$ cat src/hw/rtl/rtan_pkg.sv
// shared types, constants and codes of the rate averaged time normalizer
package rtan_pkg;

  localparam int TIME_W = 64;
  localparam int RATE_W = 48;
  localparam int FRAC_W = 32;
  localparam int ENT_W = 6;
  localparam int WS_W = 5;
  localparam int DIV_DVD_W = 96;
  localparam int DIV_CNT_W = 7;

  localparam int DEF_ENT_COUNT = 64;
  localparam int DEF_WINDOW_MAX = 16;

  localparam logic [RATE_W-1:0] RATE_MAX = '1;
  localparam logic [DIV_CNT_W-1:0] DIV_STEPS_WIDE = 7'd96;
  localparam logic [DIV_CNT_W-1:0] DIV_STEPS_NARROW = 7'd64;

  localparam int CFG_IDX_W = 1;

  typedef enum logic [CFG_IDX_W-1:0] {
    CFG_WINDOW_SIZE = 1'b0,
    CFG_START_WALL  = 1'b1
  } cfg_idx_t;

  typedef struct packed {
    logic [ENT_W-1:0]  ent_id;
    logic [TIME_W-1:0] sim_time;
    logic [TIME_W-1:0] wall_time;
  } in_t;

  typedef struct packed {
    logic [TIME_W-1:0] norm_time;
    logic              order_error;
  } out_t;

  typedef enum logic [3:0] {
    ST_CLEAR,
    ST_IDLE,
    ST_RD_ENT,
    ST_RD_NEW,
    ST_RD_HEAD,
    ST_DIV_RATE,
    ST_MEAN_MUL,
    ST_MEAN_SUB,
    ST_DIV_MEAN,
    ST_PROD,
    ST_UPDATE,
    ST_OUT_WAIT
  } state_t;

  typedef struct packed {
    logic start;
    logic narrow;
  } div_ctl_t;

endpackage

$ cat src/hw/rtl/rtan_div.sv
// radix-2 restoring divider, one quotient bit per cycle
module rtan_div import rtan_pkg::*; (
  input  logic                 clk,
  input  logic                 rst_n,
  input  div_ctl_t             ctl,
  input  logic [DIV_DVD_W-1:0] dividend,
  input  logic [TIME_W-1:0]    divisor,
  output logic                 done,
  output logic [TIME_W-1:0]    quotient
);

  logic                 busy_r;
  logic                 done_r;
  logic [DIV_CNT_W-1:0] cnt_r;
  logic [TIME_W-1:0]    rem_r;
  logic [DIV_DVD_W-1:0] dvd_r;
  logic [TIME_W-1:0]    den_r;
  logic [TIME_W-1:0]    q_r;

  logic [TIME_W:0] shifted;
  logic [TIME_W:0] diff;
  logic            ge;

  always_comb begin
    shifted = {rem_r, dvd_r[DIV_DVD_W-1]};
    ge      = shifted >= {1'b0, den_r};
    diff    = shifted - {1'b0, den_r};
  end

  always_ff @(posedge clk) begin
    if (!rst_n) begin
      busy_r <= 1'b0;
      done_r <= 1'b0;
      cnt_r  <= '0;
    end else begin
      done_r <= !ctl.start && busy_r && (cnt_r == DIV_CNT_W'(1));
      if (ctl.start) begin
        busy_r <= 1'b1;
        cnt_r  <= ctl.narrow ? DIV_STEPS_NARROW : DIV_STEPS_WIDE;
      end else if (busy_r) begin
        cnt_r <= cnt_r - 1'b1;
        if (cnt_r == DIV_CNT_W'(1)) busy_r <= 1'b0;
      end
    end
  end

  always_ff @(posedge clk) begin
    if (ctl.start) begin
      rem_r <= '0;
      dvd_r <= dividend;
      den_r <= divisor;
      q_r   <= '0;
    end else if (busy_r) begin
      rem_r <= ge ? diff[TIME_W-1:0] : shifted[TIME_W-1:0];
      dvd_r <= {dvd_r[DIV_DVD_W-2:0], 1'b0};
      q_r   <= {q_r[TIME_W-2:0], ge};
    end
  end

  assign done     = done_r;
  assign quotient = q_r;

endmodule

$ cat config.mk
export PLATFORM = sky130hd
export DESIGN_NAME = rtan_div
export DESIGN_NICKNAME = d
export VERILOG_FILES = /design/src/hw/rtl/rtan_pkg.sv /design/src/hw/rtl/rtan_div.sv
export SDC_FILE = /design/constraint.sdc
export NUM_CORES = 1
export LEC_CHECK = 0
export BUFFER_PORTS_ARGS = -buffer_cell sky130_fd_sc_hd__buf_2
export CAP_MARGIN = 25
export CORE_MARGIN = 5
export CORE_UTILIZATION = 52
export DETAILED_ROUTE_END_ITERATION = 10
export PLACE_DENSITY = 0.74
export SYNTH_ARGS = -nofsm -noshare
export SYNTH_HDL_FRONTEND = slang
export SYNTH_SLANG_ARGS = --single-unit
$ cat constraint.sdc
create_clock -name clk -period 4.7 [get_ports clk]
set_input_delay 0.47 -clock clk [delete_from_list [all_inputs] [get_ports clk]]
set_output_delay 0.47 -clock clk [all_outputs]
set_load 0.02 [all_outputs]
## After elaboration in Yosys (flattened, before gate mapping)

Cells that the tools add are included.
Widths: inputs -> output; s select.

| operators by class | value |
|---|---|
| reductions and logical operators | 4 |
| eq/ne operators | 1 |
| $lt $le $gt $ge | 1 |
| add/subtract/negate cells | 2 |
| multiplexer cells | 9 |

Operators with widths:

| operator | count |
|---|---|
| $mux 96 | 2 |
| $ge 65x64->1 | 1 |
| $mux 64 | 1 |
| $sub 64x64->64 | 1 |
| $mux 7 | 2 |
| $eq 7x1->1 const B | 1 |
| $sub 7x1->7 const B | 1 |
| $mux 6 | 1 |
| $mux 1 | 3 |
| $logic_and 1x1->1 | 2 |
| $reduce_bool 2->1 | 1 |
| $logic_not 1->1 | 1 |

| word-level totals | value |
|---|---|
| output and inout bits | 65 |
| input port bits | 164 |
| word-level logic and storage cells | 24 |
| register bits after elaboration | 297 |

## Depth between registers and ports, before layout

Gate-level depths: netlist of the first run.

| depth | value |
|---|---|
| depth in word-level cells | 4 |
| gate-level depth with buffers | 15 |
| gate-level depth less buffers | 13 |

## Worst setup path before layout of the first run

Ideal clock, no wire load.

| timing path | value |
|---|---|
| path kind | in2reg |
| from | input port ctl[1] in the netlist's numbering |
| to | register dvd_r[0] (enable) |
| slack | 1317 ps |
| library setup time | 449 ps |
| path buffers | 2 |
| data required time | 4251 ps |
| stages | 4 |
| arrival | 2933 ps |
| cell sequence | clkbuf_1 > clkbuf_1 > nor2_1 > inv_1 |

| between the ends | value |
|---|---|
| longest elaborated chain between the ends | 1 |

Ends and longest elaborated chain:

| item | RTL line | text |
|---|---|---|
| start: declaration | rtan_div.sv:5 | `input div_ctl_t ctl,` |
| $reduce_bool 2->1 (no line) | n/a |  |
| end signal: assignment | rtan_div.sv:50 | `dvd_r <= dividend;` |
| end signal: assignment | rtan_div.sv:55 | `dvd_r <= {dvd_r[DIV_DVD_W-2:0], 1'b0};` |
| end: declaration | rtan_div.sv:16 | `logic [DIV_DVD_W-1:0] dvd_r;` |

Every way passes these cells.
A chain may end at the register's enable or synchronous reset.

## Worst setup path in the final report of the first run

| timing path | value |
|---|---|
| from | register den_r[19] |
| to | register rem_r[55] |

| between the ends | value |
|---|---|
| longest elaborated chain between the ends | 2 |
| elaborated cells on any way between the ends | 3 |
| classes of those cells | 1 x add/sub; 1 x order compare; 1 x mux |

Ends and longest elaborated chain:

| item | RTL line | text |
|---|---|---|
| start: declaration | rtan_div.sv:17 | `logic [TIME_W-1:0] den_r;` |
| start signal: assignment | rtan_div.sv:51 | `den_r <= divisor;` |
| $sub 64x64->64 / $ge 65x64->1 (equally long branches) | rtan_div.sv:27, rtan_div.sv:26 |  |
| $mux 64 * | rtan_div.sv:54 | `rem_r <= ge ? diff[TIME_W-1:0] : shifted[TIME_W-1:0];` |
| end signal: assignment | rtan_div.sv:54 |  |
| end: declaration | rtan_div.sv:15 | `logic [TIME_W-1:0] rem_r;` |

Mark *: on every way between the ends. The rest lies on a longest branch, timed or not.

==> results.rst, run 1 <==
.. list-table::
   :header-rows: 1

   * - Metric
     - Value
   * - Result of the run
     - finished clean
   * - Capture instance of the worst register-to-register path
     - rem_r[55]
   * - Number of buffers inserted by hold repair at cts
     - 0
   * - Die footprint
     - 33100 µm²
   * - Final setup slack of the worst path
     - 1070 ps
   * - Final routed wirelength across all metal layers
     - 36100 µm
   * - Share of flip-flops with an asynchronous set or reset
     - 0%
   * - Growth of design area from synthesis to finish
     - 15.9%
   * - Peak supply drop
     - 0.343 mV
   * - Wire length of the first global-routing pass
     - 58400 µm
   * - Portion of netlist area occupied by mux cells
     - 11.3%
   * - Vias in the first global route
     - 11800
   * - RSZ-0062 raised after global routing
     - false
   * - Syn_area_per_cell
     - between 10 and 15 µm²
   * - Chip width
     - approximately 180 µm
   * - Data arrival time of the worst path
     - between 4000 and 5000 ps
   * - Number of synthesized register bits
     - 297
   * - Setup slack of the worst register-to-register path
     - 1070 ps
   * - Final critical delay including setup and external delays
     - between 3000 and 4000 ps
   * - Total design power
     - 0.00670 W
   * - Routability Congestion
     - 0.947
   * - Post-route clock skew
     - between 20 and 25 ps
   * - Core Footprint
     - 29400 µm²
   * - Detail Route Antenna Nets
     - 0
   * - Cell type of the slowest stage on the worst timing path
     - sky130_fd_sc_hd__a21o_2
   * - Transition time of the tightest slew-check pin
     - ~960 ps
   * - Setup Slack @ Placement
     - ~1200 ps
   * - Main combinational cell family by area after synthesis
     - compound AO/OA/AOI/OAI gates
   * - Clock tree from TritonCTS
     - built
   * - Buffers added on ports
     - 228
   * - Net count of the finished layout
     - 1932
   * - Share of post-route cells with drive strength above 1
     - a little under a quarter
   * - Startpoint types
     - flip-flop
   * - Count of final setup violators
     - 0
   * - Setup repair bufs after CTS
     - 0
   * - Remaining routing DRC violations
     - 0
   * - Xor/xnor cell area share of the yosys netlist
     - 3.36%
   * - Req. time, crit path
     - between 5000 and 6000 ps
   * - Most frequent cells in the layout
     - 227 x sky130_fd_sc_hd__buf_2, 166 x sky130_fd_sc_hd__nor2_1, 160 x sky130_fd_sc_hd__edfxtp_1
   * - Distinct cells, synth
     - 73
   * - Top routing layer in use
     - met5
   * - Origin of the worst setup path
     - den_r[19]
   * - Count of final max-slew check failures
     - 0
   * - Maximum number of pins on one net before global-route repair
     - 154
   * - Number of H-tree levels
     - 1
   * - Final worst path period share
     - 77.3%
   * - Path class of the lowest-slack min-delay path
     - primary input to flip-flop
   * - Sequential-to-total area share from yosys stat
     - between 40% and 50%
   * - Post-Synth Adder-Cell Area
     - 5.50%
   * - Cell-by-cell listing of the critical path
     - inv_1 > ha_1 > nand4_1 > nor4_1 > o311ai_0 > nand3_1 > nor2_1 > o21ai_2 > a21o_2 > buf_4 > o2111ai_1 > a311oi_1
   * - Worst-skew pair later-pin latency
     - approximately 590 ps
   * - # IOs
     - approximately 230
   * - Number of gates resized after cts
     - 0
   * - Leakage power of the design
     - 7.61 nW
   * - Maximum frequency from static timing analysis
     - between 200 and 300 MHz
   * - Effective utilization at floorplan
     - 52.3%
   * - Clock slew seen by the registers of the worst setup and hold paths
     - 60 ps
   * - Most instantiated flip-flop cell in the synthesis netlist
     - sky130_fd_sc_hd__edfxtp_1
   * - Number of iterations in the first detailed-routing pass
     - 7
   * - DR vias/cell
     - 5.65
   * - Sinks on Clock Net
     - 297
   * - DRC marker count from the first detailed-route iteration
     - 817
   * - Number of clock buffers inserted by TritonCTS
     - 31
   * - Relative slew slack
     - between 30% and 40%
   * - Buffer depth of the longest clock path
     - 3
   * - P per Cell Area
     - ~380 nW/µm²
   * - Most common library cell in the layout ignoring fill and taps
     - sky130_fd_sc_hd__buf_2
   * - Met2 wire length
     - 16400 µm
   * - Nets in the synthesized netlist
     - 1741
   * - Post-detail-place hpwl
     - ~25000 µm
   * - Vias post-DR
     - 12000
   * - Die height
     - 182 µm
   * - Wirelength per Cell
     - 17.0 µm
   * - Met3 wire length
     - 3260 µm
   * - Largest stage delay, worst path
     - ~430 ps
   * - Number of antenna violations at the first check in global routing
     - 15
   * - # rows
     - 63
   * - GR Overflow Total
     - 0
   * - Area used by multi-input combinational logic
     - 7170 µm²
   * - Max Fanout on Critical Path
     - 26
   * - Startpoint of the worst-slack reg-to-reg timing path
     - den_r[19]
   * - Number of flops mapped to enable cells by yosys
     - 160
   * - Mapped Cells
     - 1510
   * - Simple-gate share of the synthesized area
     - around 12%
   * - Critical Path Sink Type
     - flip-flop
   * - Worst Min Path Start
     - divisor[56]
   * - Final Hold Fails
     - 0
   * - Sequential standard cell area
     - ~7600 µm²
   * - Number of filler instances in the final layout
     - 2464
   * - Reg2Reg Depth
     - 12
   * - Max-cap viol count
     - 0
   * - Number of antenna diodes
     - 0
   * - Worst Setup EP
     - rem_r[55]
   * - Yosys warnings
     - 0
   * - Root Buffer Master
     - sky130_fd_sc_hd__clkbuf_16
   * - Crit Path Class
     - flip-flop to flip-flop
   * - Cell area after technology mapping
     - around 15000 µm²
   * - Compound-gate portion of the synthesized area
     - ~14%
   * - Sum of negative setup slack
     - 0 ps
   * - Detailed-routing wirelength on met1
     - 15300 µm
   * - Total global-route track usage
     - 20.9%
[flip-flops by register name, indices dropped and copies added (netlist names)]
signal,flops
dvd_r,96
cnt_r,7
quotient,64
rem_r,64
busy_r,1
done,1
den_r,64
[cell families (layout without fill, tap and decap cells)]
kind of cell               count (synthesis)  in the layout
buffers and inverters                    173            389
xor gates and xnor gates                  59             59
adders and majority gates                 67             67
and+or+nand+nor                          428            428
DFF                                      297            297
AOI/OAI and AO/OA                        325            325
muxes                                    161            161
[power breakdown]
group | total [W] | switching (W) | internal (W)
clock | 0.00242 | 0.00103 | 0.00140
combinational | 0.00124 | 0.000722 | 0.000514
sequential | 0.00304 | 0.0000909 | 0.00295
total | 0.00670 | 0.00184 | 0.00486
[worst max-delay path: cells and delay by family, from the launching register on]
kind            cells  cell delay (ps)
simple gates        4              910
buf+inv             2              390
flops               1              320
compound gates      5             1460
fa+ha+maj           1              420
[worst min-delay path by stage]
stage | end | slack, ps | depth (start not counted)
after floorplan | rem_r[12] | 450 | 2
after global placement | quotient[63] | 470 | 2
after detailed placement | rem_r[19] | 480 | 2
after CTS | den_r[18] | 20 | 1
after global routing | den_r[36] | 40 | 1
final | den_r[56] | 50 | 1
[routing by layer]
metal	vias to the layer above	track usage (%)
met5	-	0
met4	28	5.67
met3	102	7.73
met2	375	33.7
met1	5620	26.7
li1	5834	-
[cells in the mapped netlist, drive strengths merged, types with 2 or more instances]
library cell / count / area [µm²]
and2: 4 / 26.3
nand2b: 7 / 43.8
nor2b: 9 / 56.3
inv: 92 / 345
o21ba: 3 / 30.0
o221ai: 3 / 26.3
clkbuf: 56 / 215
a22o: 2 / 17.5
a31oi: 12 / 75.1
nand4: 21 / 131
nor3: 25 / 125
edfxtp: 160 / 4800
mux2: 96 / 1080
a22oi: 2 / 15.0
a211oi: 22 / 170
ha: 66 / 826
o21ai: 55 / 279
dfxtp: 137 / 2740
xnor2: 43 / 377
o21bai: 8 / 60.1
and3: 11 / 68.8
nand2: 149 / 559
or3: 4 / 25.0
buf: 25 / 113
a211o: 8 / 70.1
o21a: 7 / 52.6
mux2i: 65 / 651
nor2: 166 / 623
o211a: 4 / 40.0
a311oi: 35 / 319
a21boi: 6 / 45.0
a21oi: 89 / 449
a21o: 35 / 264
a221oi: 4 / 41.3
o211ai: 8 / 60.1
nand3: 20 / 100
a31o: 3 / 26.3
xor2: 16 / 140
nor4: 5 / 31.3
o31ai: 6 / 45.0
o2111ai: 2 / 17.5
[final cells by class]
| class | instances | share of cell area (%) |
|---|---|---|
| clock buffers | 41 | 4.62 |
| inverters | 92 | 1.95 |
| clock inverters | 17 | 0.955 |
| multi-input cells | 1040 | 40.2 |
| flip-flops and latches | 297 | 42.4 |
| well taps | 390 | 2.74 |
| repair buffers | 239 | 7.11 |
[per-stage QoR]
stage,hold slack [ps],area [µm²],std cells,util [%]
2_1_floorplan,453,15400,1510,-
3_3_place_gp,472,16800,2057,57.1
3_5_place_dp,482,16800,2057,57.1
4_1_cts,22.9,17800,2115,60.5
5_1_grt,35.9,17800,2116,60.6
6_report,53.1,17800,2116,60.6
(Power assumes the default switching activity.)
==> run 2: changes to the inputs <==
==> constraint.sdc (replaced) <==
create_clock -name clk -period 3.5 [get_ports clk]
set_input_delay 0.35 -clock clk [delete_from_list [all_inputs] [get_ports clk]]
set_output_delay 0.35 -clock clk [all_outputs]
set_load 0.02 [all_outputs]
==> run 2 against run 1 <==
Critical path depth stayed put. Wire length is 2.4% higher. Clock power is 39% higher. Final cell count is 2.3% higher. Die area stayed put. First-iteration DRC count is 5.4% higher. Total power is 37% higher. Sequential share of layout area is 1.2 points lower. Clock-buffer cell count is 6 higher. Non-clock buffer count is 47 higher. Global-route usage is 0.57 points higher. Register-to-register slack worse by 970 ps. Critical path type unchanged. Largest power group unchanged. Highest routed layer unchanged.
==> results.rst, run 2 (synthesis gave the netlist of run 1 again) <==
.. list-table::
   :header-rows: 1

   * - Metric
     - Value
   * - Result of the run
     - finished clean
   * - Chip width
     - 182 µm
   * - Cell type of the slowest stage on the worst timing path
     - sky130_fd_sc_hd__a2111o_1
   * - Post-detail-place hpwl
     - 26100 µm
   * - Met1 global-route usage
     - a little over a quarter
   * - Busiest metal layer after global routing
     - met2
   * - DR vias/cell
     - 5.60
   * - Max Fanout on Critical Path
     - 6
   * - Detail Route Antenna Nets
     - 0
   * - Largest stage delay, worst path
     - 440 ps
   * - Final routed wirelength across all metal layers
     - 36900 µm
   * - Number of filler instances in the final layout
     - approximately 2400
   * - Maximum frequency from static timing analysis
     - 294 MHz
   * - Buffers added on ports
     - 228
   * - Most common library cell in the layout ignoring fill and taps
     - sky130_fd_sc_hd__buf_2
   * - Startpoint types
     - flip-flop
   * - Transition time of the tightest slew-check pin
     - roughly 960 ps
   * - Sinks on Clock Net
     - 297
   * - Crit Path Class
     - flip-flop to flip-flop
   * - Max-cap viol count
     - 0
   * - Setup Slack @ Placement
     - 128 ps
   * - # IOs
     - 229
   * - Count of final setup violators
     - 0
   * - Cell area after placement
     - 17000 µm²
   * - Req. time, crit path
     - 3950 ps
   * - Post-route clock skew
     - about 12 ps
   * - Core Footprint
     - 29400 µm²
   * - Die footprint
     - 33100 µm²
   * - # rows
     - 63
   * - Number of antenna violations at the first check in global routing
     - 11
   * - Sum of negative setup slack
     - 0 ps
   * - P per Cell Area
     - between 500 and 600 nW/µm²
   * - GRT met3 Usage
     - under 10%
   * - Most frequent cells in the layout
     - 227 x sky130_fd_sc_hd__buf_2, 166 x sky130_fd_sc_hd__nor2_1, 160 x sky130_fd_sc_hd__edfxtp_1
   * - Effective utilization at floorplan
     - 52.3%
   * - Remaining routing DRC violations
     - 0
   * - Final worst path period share
     - 97.2%
   * - Wirelength per Cell
     - 17.1 µm
   * - Crit path max-delay family
     - compound AO/OA/AOI/OAI gates
   * - Clock slew seen by the registers of the worst setup and hold paths
     - 60 ps
   * - Growth of design area from synthesis to finish
     - 19.2%
   * - Number of iterations in the first detailed-routing pass
     - 8
   * - Relative slew slack
     - 36.3%
   * - Worst hold slack after final layout
     - ~18 ps
   * - Critical Path Sink Type
     - flip-flop
   * - Number of H-tree levels
     - 2
   * - Vias in the first global route
     - 12200
   * - Total global-route track usage
     - 21.5%
   * - Share of post-route cells with drive strength above 1
     - 23.8%
   * - Net count of the finished layout
     - 1983
   * - Maximum number of pins on one net before global-route repair
     - between 100 and 150
   * - Count of final max-slew check failures
     - 0
   * - Worst-skew pair later-pin latency
     - 510 ps
   * - GR Overflow Total
     - 0
   * - Wire length of the first global-routing pass
     - roughly 60000 µm
   * - Register with the most flip-flops
     - dvd_r
   * - DRC marker count from the first detailed-route iteration
     - 861
   * - RSZ-0062 raised after global routing
     - false
   * - Data arrival time of the worst path
     - slightly below 4000 ps
   * - Final setup slack of the worst path
     - 97.6 ps
   * - Final Hold Fails
     - 0
   * - Number of clock buffers inserted by TritonCTS
     - 34
   * - Leakage power of the design
     - 7.84 nW
   * - Die height
     - 182 µm
   * - Clock tree from TritonCTS
     - built
   * - Buffer depth of the longest clock path
     - 3
   * - Cell-by-cell listing of the critical path
     - inv_1 > ha_1 > o21ai_0 > o21ba_1 > a21o_1 > o21ba_2 > a2111o_1 > a211o_1 > a21oi_2 > mux2_1 > nor3_1 > a311o_1
   * - Peak supply drop
     - 0.442 mV
   * - Routability Congestion
     - roughly 0.92
   * - Number of buffer and inverter instances along the worst setup path
     - 1
   * - Final standard cell area without fillers
     - about 18000 µm²
   * - Root Buffer Master
     - sky130_fd_sc_hd__clkbuf_16
   * - Path class of the lowest-slack min-delay path
     - primary input to flip-flop
   * - Vias post-DR
     - about 12000
   * - Flip-flop count of the largest register after layout
     - 96
   * - GRT met2 Usage
     - 37.0%
   * - Final critical delay including setup and external delays
     - 3400 ps
## run 2: routing by layer
metal / vias to the layer above / routed length (µm)
met5: - / 103
met3: 90 / 3100
met2: 372 / 17600
met4: 18 / 812
li1: 5932 / -
met1: 5712 / 15300
## run 2: per-stage QoR
step / cells / power [W] / util (%)
after floorplan: 1510 / 0.00536 / -
after global placement: 2076 / 0.00580 / 57.7
after detailed placement: 2076 / 0.00584 / 57.7
after CTS: 2158 / 0.00926 / 62.1
after global routing: 2163 / 0.00965 / 62.3
final: 2164 / 0.00921 / 62.3
## run 2: power breakdown
part	leakage, nW	internal (W)	total, W	switching (W)
Clock	0.505	0.00199	0.00337	0.00138
Combinational	4.63	0.000752	0.00176	0.00101
Sequential	2.71	0.00396	0.00408	0.000114
## run 2: layout make-up
cell class	count	area, µm²	share of cell area (%)
sequential	297	7550	41.2
multi-input combinational	1041	7190	39.2
timing repair buffer	286	1700	9.30
clock buffer	47	920	5.02
tap	390	488	2.66
inverter	92	347	1.89
clock inverter	9	123	0.669
antenna	2	5.00	0.0273
## run 2: final timing paths
path,to,slack [ps],from,cells past startpoint
worst max-delay path,rem_r[63],100,den_r[7],12
worst min-delay path,den_r[59],20,divisor[59],1
worst max register to register,rem_r[63],100,den_r[7],12
worst min register to register,rem_r[19],500,rem_r[19],2
## run 2: repair_timing
| item | CTS | global route |
|---|---|---|
| endpoints found under the setup margin | 0 | 25 |
| gates resized for setup | 0 | 4 |
| hold endpoints to repair | 26 | 1 |
| setup buffers | 0 | 2 |
| hold buffers | 26 | 1 |
==> run 3: changes to the inputs <==
--- a/config.mk
+++ b/config.mk
@@ -10,6 +10,8 @@
 export CORE_MARGIN = 5
 export CORE_UTILIZATION = 52
 export DETAILED_ROUTE_END_ITERATION = 10
+export HOLD_SLACK_MARGIN = 0.02
+export MAX_ROUTING_LAYER = met4
 export PLACE_DENSITY = 0.74
 export SYNTH_ARGS = -nofsm -noshare
 export SYNTH_HDL_FRONTEND = slang
==> run 3 against run 2 <==
Clock-buffer cell count decreased by 2. Non-clock buffer count increased by 43. Sequential power about the same. Die area unchanged. Critical path depth increased by 3. Utilization increased by 1.7 points. Clock power increased by 7.4%. Clock skew increased by 2.9 ps. Sequential share of layout area decreased by 1.1 points. Via count increased by 0.95%. Critical path type unchanged. Largest cell class unchanged. Largest power group unchanged.
==> results.rst, run 3 (synthesis gave the netlist of run 1 again) <==
.. list-table::
   :header-rows: 1

   * - Metric
     - Value
   * - Core Footprint
     - 29400 µm²
   * - Area used by multi-input combinational logic
     - 7170 µm²
   * - Path class of the lowest-slack min-delay path
     - primary input to flip-flop
   * - Number of iterations in the first detailed-routing pass
     - 5
   * - Post-detail-place hpwl
     - 26300 µm
   * - Die height
     - 182 µm
   * - Startpoint types
     - flip-flop
   * - Total design power
     - 0.00949 W
   * - Root Buffer Master
     - sky130_fd_sc_hd__clkbuf_16
   * - Buffer depth of the longest clock path
     - 3
   * - Post-route clock skew
     - 15.0 ps
   * - Final Hold Fails
     - 0
   * - DR vias/cell
     - 5.52
   * - Number of clock buffers inserted by TritonCTS
     - 34
   * - Cell-by-cell listing of the critical path
     - inv_1 > ha_1 > fa_1 > nor2b_1 > o2111ai_1 > a21oi_2 > o21ai_1 > o31ai_1 > buf_4 > a221oi_2 > o21ai_1 > buf_4 > or3_1 > nand4_1 > a211oi_1
   * - Effective utilization at floorplan
     - about 52%
   * - Most frequent cells in the layout
     - 227 x sky130_fd_sc_hd__buf_2, 166 x sky130_fd_sc_hd__nor2_1, 160 x sky130_fd_sc_hd__edfxtp_1
   * - Setup slack of the worst register-to-register path
     - 240 ps
   * - Sequential standard cell area
     - around 7600 µm²
   * - Maximum frequency from static timing analysis
     - between 300 and 400 MHz
   * - Transition time of the tightest slew-check pin
     - 1020 ps
   * - Largest stage delay, worst path
     - 400 ps
   * - Register with the most flip-flops
     - dvd_r
   * - DRC marker count from the first detailed-route iteration
     - 955
   * - Remaining routing DRC violations
     - 0
   * - Sum of negative setup slack
     - 0 ps
   * - Most common library cell in the layout ignoring fill and taps
     - sky130_fd_sc_hd__buf_2
   * - Count of final setup violators
     - 0
   * - Leakage power of the design
     - 8.07 nW
   * - GR Overflow Total
     - 0
   * - Net count of the finished layout
     - between 2000 and 2500
   * - Cell type of the slowest stage on the worst timing path
     - sky130_fd_sc_hd__fa_1
   * - Busiest metal layer after global routing
     - met2
   * - Die footprint
     - 33100 µm²
   * - Critical Path Sink Type
     - flip-flop
   * - Req. time, crit path
     - 3910 ps
   * - Worst-skew pair later-pin latency
     - 520 ps
   * - Growth of design area from synthesis to finish
     - 22.5%
   * - Vias in the first global route
     - between 10000 and 15000
   * - Crit path max-delay family
     - compound AO/OA/AOI/OAI gates
   * - Routability Congestion
     - 0.947
   * - Buffers added on ports
     - 228
   * - Wire length of the first global-routing pass
     - between 60000 and 70000 µm
   * - # rows
     - 63
   * - Number of H-tree levels
     - 2
   * - Relative slew slack
     - 32.1%
   * - Final worst path period share
     - a little over 90%
   * - Max Fanout on Critical Path
     - 5
   * - Data arrival time of the worst path
     - around 3700 ps
   * - Max-cap viol count
     - 0
   * - P per Cell Area
     - 504 nW/µm²
   * - Clock slew seen by the registers of the worst setup and hold paths
     - about 60 ps
   * - Detail Route Antenna Nets
     - 0
   * - Maximum number of pins on one net before global-route repair
     - 89
   * - Count of final max-slew check failures
     - 0
   * - Crit Path Class
     - flip-flop to flip-flop
   * - GRT met3 Usage
     - 6.07%
   * - Final setup slack of the worst path
     - ~240 ps
   * - GRT met2 Usage
     - 36.0%
   * - Number of buffer and inverter instances along the worst setup path
     - 3
   * - Chip width
     - about 180 µm
   * - Met1 global-route usage
     - 28.4%
   * - Vias post-DR
     - 12200
   * - Share of post-route cells with drive strength above 1
     - 23.7%
   * - Number of antenna violations at the first check in global routing
     - 7
   * - Total global-route track usage
     - 22.6%
   * - Number of filler instances in the final layout
     - 2340
   * - Sinks on Clock Net
     - 297
   * - Peak supply drop
     - 0.523 mV
   * - Clock tree from TritonCTS
     - built
   * - Wirelength per Cell
     - between 15 and 20 µm
   * - Result of the run
     - finished clean
   * - Final critical delay including setup and external delays
     - between 3000 and 4000 ps
   * - # IOs
     - 229
   * - Final routed wirelength across all metal layers
     - between 30000 and 40000 µm
   * - Setup Slack @ Placement
     - 182 ps
   * - Flip-flop count of the largest register after layout
     - 96
## run 3: changes by cell type in the layout (fill, tap and decap cells not counted), moves of 2 or more
cell / before / now
sky130_fd_sc_hd__dlygate4sd3_1: 27 / 64
sky130_fd_sc_hd__buf_4: 27 / 33
sky130_fd_sc_hd__diode_2: 2 / 7
sky130_fd_sc_hd__clkbuf_1: 11 / 8
sky130_fd_sc_hd__bufinv_16: 2 / 4
sky130_fd_sc_hd__clkinv_2: 4 / 6
## run 3: power breakdown
part / switching [W] / internal (W)
registers: 0.000113 / 0.00396
logic: 0.00101 / 0.000785
clock network: 0.00145 / 0.00217
total: 0.00257 / 0.00692
## run 3: final cells by class
| cell class | instances | area share, % |
|---|---|---|
| inverter | 92 | 1.84 |
| multi-input combinational | 1040 | 38.1 |
| timing repair buffer | 329 | 11.3 |
| tap | 390 | 2.59 |
| clock buffer | 45 | 4.90 |
| sequential | 297 | 40.1 |
| clock inverter | 16 | 1.12 |
| antenna | 7 | 0.0930 |
## run 3: repair_timing
item | 4_1_cts | 5_1_grt
endpoints found under the setup margin | 0 | 5
hold buffers | 64 | 0
endpoints found under the hold margin | 64 | 0
resized for setup | 0 | 2
setup buffers | 0 | 5
## run 3: worst register-to-register path: cells and delay by family (launching register included)
family | cells | cell delay (ps)
AO/OA/AOI/OAI | 7 | 1330
adder cells (fa/ha/maj) | 2 | 620
AND/OR/NAND/NOR | 3 | 460
buffers and inverters | 3 | 410
flip-flops | 1 | 340
## run 3: path summary, 6_finish.rpt
path / depth (start not counted) / from / endpoint
setup / recovery: 15 / dvd_r[95] / rem_r[48]
hold / removal: 2 / rst_n / cnt_r[5]
setup reg to reg: 15 / dvd_r[95] / rem_r[48]
hold reg to reg: 2 / rem_r[12] / rem_r[12]
## run 3: metal layers
| metal | wire [µm] | vias up |
|---|---|---|
| li1 | - | 6026 |
| met1 | 16100 | 5752 |
| met2 | 17600 | 374 |
| met3 | 2840 | 87 |
| met4 | 1090 | 0 |
| met5 | 0 | - |
## run 3: metrics by stage
stage / hold slack (ps) / utilization (%) / instances / cell area, µm²
6_report: 114 / 64.1 / 2216 / 18800
5_1_grt: 89.2 / 64.1 / 2216 / 18800
4_1_cts: 91.1 / 63.8 / 2203 / 18700
3_5_place_dp: 482 / 57.7 / 2078 / 17000
3_3_place_gp: 473 / 57.7 / 2078 / 17000
2_1_floorplan: 449 / - / 1510 / 15400
